**src/rtl/core/lobpr_pkg.sv**
```systemverilog
// ----------------------------------------------------------------------------
// Link occupancy BPR package
// Shared types and codes for the per-link occupancy and delay table.
// ----------------------------------------------------------------------------
package lobpr_pkg;

    // Item kinds. Codes above KIND_UPDATE read a link like a query.
    localparam logic [2:0] KIND_LOAD   = 3'd0;
    localparam logic [2:0] KIND_ENTER  = 3'd1;
    localparam logic [2:0] KIND_EXIT   = 3'd2;
    localparam logic [2:0] KIND_REMOVE = 3'd3;
    localparam logic [2:0] KIND_UPDATE = 3'd4;

    // Configuration register indexes.
    localparam logic [1:0] CFG_JAM   = 2'd0;
    localparam logic [1:0] CFG_ALPHA = 2'd1;
    localparam logic [1:0] CFG_EDGES = 2'd2;

    // One table word per link.
    typedef struct packed {
        logic [15:0] occ;
        logic        act;
        logic [15:0] ema;
        logic [23:0] stor;
        logic [23:0] ff;
        logic [25:0] tt;
    } lobpr_entry_t;

    // Request to the shared divider. The partial remainder must start below
    // the divisor; low holds the dividend bits still to be shifted in.
    typedef struct packed {
        logic        start;
        logic [4:0]  steps;
        logic [23:0] rem;
        logic [23:0] low;
        logic [23:0] divisor;
    } lobpr_div_req_t;

    typedef struct packed {
        logic        busy;
        logic        done;
        logic [23:0] quot;
    } lobpr_div_rsp_t;

endpackage

```
**src/rtl/core/lobpr_div.sv**
```systemverilog
// ----------------------------------------------------------------------------
// Link occupancy BPR divider
// Restoring divider that produces one quotient bit per cycle.
// ----------------------------------------------------------------------------
module lobpr_div (
    input  logic                     aclk,
    input  logic                     aresetn,
    input  lobpr_pkg::lobpr_div_req_t req,
    output lobpr_pkg::lobpr_div_rsp_t rsp
);
    import lobpr_pkg::*;

    logic        busy_reg;
    logic        done_reg;
    logic [4:0]  cnt_reg;
    logic [23:0] rem_reg;
    logic [23:0] low_reg;
    logic [23:0] div_reg;
    logic [23:0] quot_reg;
    logic [24:0] trial;
    logic        fits;

    assign trial = {rem_reg, low_reg[23]};
    assign fits  = trial >= {1'b0, div_reg};

    always_ff @(posedge aclk) begin
        if (!aresetn) begin
            busy_reg <= 1'b0;
            done_reg <= 1'b0;
            cnt_reg  <= '0;
        end else begin
            done_reg <= 1'b0;
            if (req.start && !busy_reg) begin
                busy_reg <= 1'b1;
                cnt_reg  <= req.steps;
                rem_reg  <= req.rem;
                low_reg  <= req.low;
                div_reg  <= req.divisor;
                quot_reg <= '0;
            end else if (busy_reg) begin
                if (fits) begin
                    rem_reg  <= 24'(trial - {1'b0, div_reg});
                    quot_reg <= {quot_reg[22:0], 1'b1};
                end else begin
                    rem_reg  <= trial[23:0];
                    quot_reg <= {quot_reg[22:0], 1'b0};
                end
                low_reg <= {low_reg[22:0], 1'b0};
                cnt_reg <= cnt_reg - 5'd1;
                if (cnt_reg == 5'd1) begin
                    busy_reg <= 1'b0;
                    done_reg <= 1'b1;
                end
            end
        end
    end

    assign rsp = '{busy: busy_reg, done: done_reg, quot: quot_reg};

endmodule

```
**config.mk**
```make
export PLATFORM = sky130hd
export DESIGN_NAME = lobpr_div
export DESIGN_NICKNAME = d
export VERILOG_FILES = /design/src/rtl/core/lobpr_pkg.sv /design/src/rtl/core/lobpr_div.sv
export SDC_FILE = /design/constraint.sdc
export NUM_CORES = 1
export LEC_CHECK = 0
export BUFFER_PORTS_ARGS = -buffer_cell sky130_fd_sc_hd__buf_4
export CAP_MARGIN = 20
export CORE_MARGIN = 5
export CORE_UTILIZATION = 45
export CTS_CLUSTER_SIZE = 24
export DETAILED_ROUTE_END_ITERATION = 8
export PLACE_DENSITY_LB_ADDON = 0.15
export SLEW_MARGIN = 20
export SYNTH_ARGS = -nofsm -noshare
export SYNTH_HDL_FRONTEND = slang
export SYNTH_SLANG_ARGS = --single-unit
```
**constraint.sdc**
```tcl
create_clock -name aclk -period 10.7 [get_ports aclk]
set_clock_uncertainty 0.15 [all_clocks]
set_input_delay 2.14 -clock aclk [delete_from_list [all_inputs] [get_ports aclk]]
set_output_delay 2.14 -clock aclk [all_outputs]
set_load 0.01 [all_outputs]
```
; ---- After elaboration in Yosys (flattened, before gate mapping)
; Index checks and enable logic that the tools add are counted.
[totals]
regBits = 103
inputBits = 80
output_inout_bits = 26
elab_cells = 32
[classes]
addsub = 2
n_lt_le_gt_ge = 1
n_eq_ne = 1
mux = 13
bitwise = 2
n_reduce_logical = 6
[op_table]
columns = cell, count
row1 = 24-bit 2-to-1 mux, 6
row2 = 25-bit by 24-bit greater-or-equal comparator with 1-bit output, 1
row3 = 24-bit subtractor, 1
row4 = 5-bit 2-to-1 mux, 2
row5 = "5-bit by 1-bit equality test with 1-bit output, second input constant", 1
row6 = 1-bit 2-to-1 mux, 5
row7 = "5-bit by 1-bit subtractor with 5-bit output, second input constant", 1
row8 = 2-bit AND reduction, 2
row9 = 3-bit OR reduction, 1
row10 = 1-bit inverter, 2
row11 = 2-bit nonzero test, 1
row12 = 1-bit logical AND, 1
row13 = 1-bit zero test, 1

; ---- Depth between registers and ports, before layout
[logic_depth]
depth_word = 4
mapped_depth = 12
depth_no_buf = 12

; ---- Least setup slack after synthesis
; OpenSTA, ideal clock, no wires.
[synth_path]
path_type = input to register
start = input port req[77] in the netlist's numbering
end = register low_reg[0] (enable)
setup_time_ns = 0.511
t_arrival_ns = 5.431
required_time_ns = 10.039
path_slack_ns = 4.608
stages = 2
n_path_buf = 0
path_cell_list = nor2_1 -> nor2b_1
[synth_between]
elab_chain_len = 3
[synth_rtl]
columns = element, line
row1 = "start, declared", lobpr_div.sv:8  ; input lobpr_pkg::lobpr_div_req_t req,
row2 = 1-bit logical AND, lobpr_div.sv:33  ; if (req.start && !busy_reg) begin
row3 = 2-bit nonzero test (no line), --
row4 = 2-bit AND reduction (no line), --
row5 = "end signal, assigned", lobpr_div.sv:37  ; low_reg <= req.low;
row6 = "end signal, assigned", lobpr_div.sv:48  ; low_reg <= {low_reg[22:0], 1'b0};
row7 = "end, declared", lobpr_div.sv:17  ; logic [23:0] low_reg;
; No other way between the ends.
; A chain may end at the register's enable or synchronous reset.

; ---- Worst setup path after layout
[layout_path]
start = input port req[77] in the netlist's numbering
end = register quot_reg[14] (enable)
[layout_between]
elab_chain_len = 3
[layout_rtl]
columns = element, line
row1 = 1-bit logical AND, lobpr_div.sv:33
row2 = 2-bit nonzero test (no line), --
row3 = 2-bit AND reduction (no line), --
row4 = "end signal, assigned", lobpr_div.sv:43  ; quot_reg <= {quot_reg[22:0], 1'b1};
row5 = "end signal, assigned", lobpr_div.sv:46  ; quot_reg <= {quot_reg[22:0], 1'b0};
row6 = "end, declared", lobpr_div.sv:19  ; logic [23:0] quot_reg;
; No other way between the ends.

==> summary.txt <==
Timing
  – Worst-margin pin slew: 829 ps
  – Slew Limit Fails: 0
  – Rel. slew slack: 44.6%
  – Period minus WS final: 3890 ps
  – Final Setup Violations: 0
  – Final Hold Fails: 0
  – Worst setup slack after layout: 6810 ps
  – Final setup TNS: 0 ps
  – Final Cycle Share: 36.3%
  – RSZ-0062 raised after global routing: false
  – FMAX: 0.257 GHz

Clock network
  – Htree depth: 3
  – Inserted Clock Buffers: 9
  – Post-CTS Setup Bufs: 0
  – CTS sink count: 103
  – Root buffer cell: clkbuf_16
  – TritonCTS clock tree: built
  – Clock-pin slew on the worst setup and hold paths: 70 ps
  – CTS Hold Bufs: 0
  – CTS max path bufs: 2
  – Clk_lat worst skew: 350 ps
  – # resized after CTS: 0

Critical path
  – Reg-to-reg endpoint: rem_reg[16]
  – Critical Path Source Type: primary input
  – Worst r2r src: rem_reg[9]
  – Crit Path Max Fanout: 47
  – Worst path arrival time: 3730 ps
  – Critical Path Sink Type: flip-flop
  – Worst Path Required: 10540 ps
  – Setup Crit Path Kind: primary input to flip-flop
  – Reg-to-reg slack, setup: 7440 ps
  – Cell depth of the worst flop-to-flop path: 10

Placement
  – Post-placement cell area: 6600 um^2
  – Placer congestion estimate: 0.894
  – Place WS: 6400 ps
  – Port bufs: 105
  – DP HPWL: 9240 um

Global route
  – Total grt overflow: 0
  – First-pass GRT wire length: 20900 um
  – Vias in the first global route: 4245
  – Initial antenna violation count: 0
  – Largest net degree at the start of global routing: 76
  – GRT Util Overall: 17.7%

Power and ir drop
  – Leakage: 2.90 nW
  – Int Pwr: 0.788 mW
  – Clock share of power: 30.2%
  – Peak VDD IR: 0.0000839 V
  – Net switching power: 0.315 mW
  – Flop pwr share: 45.4%
  – Pwr dens: 159 nW/um^2
  – Comb pwr share: 24.3%
  – Fraction of power spent switching nets: 28.5%

Min path
  – Hold_sp: cnt_reg[4]
  – Hold Crit Class: flip-flop to flip-flop
  – Worst hold path cell count: 2
  – WHS Endpoint: cnt_reg[4]

Floorplanning
  – Core box area: 12500 um^2
  – Die Ht: 122 um
  – IO Pins: 106
  – Starting Density: 45.5%
  – Row count: 41
  – Die span in x: 122 um
  – Die area: 15000 um^2

Finish
  – Final Net Count: 749
  – Post-Layout Inst Area: 6920 um^2
  – Share of cells above drive strength 1: 21.8%
  – Synthesis-to-layout area growth: 21.7%
  – Diode count: 0
  – Layout filler cell count: 1155

Yosys
  – Post-synth top area cell: edfxtp_1
  – Distinct cells, synth: 64
  – Simple-Gate Fraction of Synth Area: 17.8%
  – Post-Syn Area per Cell: 10.4 um^2
  – Synth Area in Compound Gates: 15.0%
  – Syn Inst Count: 549
  – Mux cell area share after synthesis: 0.528%
  – Synth warnings: 0
  – Mapped Area: 5690 um^2
  – Post-Synth Adder-Cell Area: 6.07%
  – Main combinational cell family by area after synthesis: simple AND/OR/NAND/NOR gates
  – Syn_nets: 656
  – Area contributors post-synth: edfxtp_1 (51%), nand2_1 (6.1%), ha_1 (5.7%), a21oi_1 (4.1%), and2_1 (2.9%)
  – Top-area cell type share of the netlist area: 50.7%
  – Number of synthesized flops with an enable pin: 96
  – Post-synthesis sequential area ratio: 53.1%
  – Prevailing post-synth register cell: edfxtp_1
  – Xor-xnor portion of the synthesized cell area: 3.08%
  – Yosys reg bits: 103
  – Async SR Flop Fraction: 0%

Route
  – Drt pass-1 iters: 4
  – Total number of vias: 4335
  – WL final: 13100 um
  – Initial DRC count: 215
  – Vias/cell: 5.29
  – Drt wl/cell: 16.0 um
  – Post-route DRC: 0
  – Antenna Nets Post-Route: 0

Job
  – Number of max-cap violations: 0

Status
  – Status: completed
[cell usage after synthesis (6+ instances only)]
master and count:
a21o_1 8, a21oi_1 47, and2_1 26, and3_1 9, buf_2 6, clkbuf_1 13, dfxtp_1 7, edfxtp_1 96
ha_1 26, inv_1 29, nand2_1 93, nand3_1 10, nor2_1 34, nor2b_1 11, nor3_1 8, o21a_1 9
o21ai_0 18, xnor2_1 10, xor2_1 10
[cell type report]
type | count | area [um^2] | area share [%]
Timing Repair Buffer | 110 | 846 | 12.2
Clock buffer | 10 | 229 | 3.31
Tap cell | 172 | 215 | 3.11
Multi-Input combinational cell | 389 | 2430 | 35.2
Inverter | 29 | 109 | 1.57
Clock inverter | 6 | 67.6 | 0.976
Sequential cell | 103 | 3020 | 43.7
[power by group through the flow]
stage | sequential [mW] | combinational [mW] | clock (mW)
finish | 0.501 | 0.268 | 0.333
global route | 0.504 | 0.298 | 0.359
CTS | 0.501 | 0.265 | 0.340
detailed placement | 0.509 | 0.264 | 0
global placement | 0.509 | 0.260 | 0
floorplan | 0.508 | 0.188 | 0
[worst max path at each step]
stage / start / endpoint / cells past startpoint
4_1_cts: req[77] / quot_reg[17] / 4
3_3_place_gp: req[77] / quot_reg[16] / 4
5_1_grt: req[77] / quot_reg[15] / 4
3_5_place_dp: req[77] / quot_reg[12] / 4
6_report: req[77] / quot_reg[14] / 4
2_1_floorplan: req[77] / low_reg[0] / 2
[critical path, cell delays in order]
cell and delay [ps]:
buf_4 120, nor2_1 100, nor2b_4 700, buf_4 630
[through the flow]
stage               util [%]  std cells  power (mW)  hold WS (ps)
finish                  55.3        819        1.10           355
global route            55.3        819        1.16           386
CTS                     55.1        818        1.11           358
detailed placement      52.7        802       0.773           342
global placement        52.7        802       0.768           336
floorplan                  -        549       0.696           312
[kinds of logic after synthesis]
| kind of cell | count (synthesis) |
|---|---|
| AND/OR/NAND/NOR | 213 |
| AO/OA/AOI/OAI | 126 |
| flip-flops | 103 |
| buffers and inverters | 57 |
| adder cells (fa/ha/maj) | 27 |
| XOR/XNOR | 20 |
| multiplexers | 3 |
[cells in the final DEF (no fill, tap or decap), types with 18 or more instances in the layout]
master / instances
buf_4: 109
edfxtp_1: 96
nand2_1: 93
a21oi_1: 47
nor2_1: 34
inv_1: 29
and2_1: 26
ha_1: 26
o21ai_0: 18
[routing by layer]
metal,track usage [%],share of wire (%),vias to the layer above
li1,-,-,2149
met1,23.9,45,2058
met2,28.4,47,114
met3,4.15,6.2,14
met5,0,0,-
met4,5.67,1.4,0
Power figures use the tool's default switching activity.
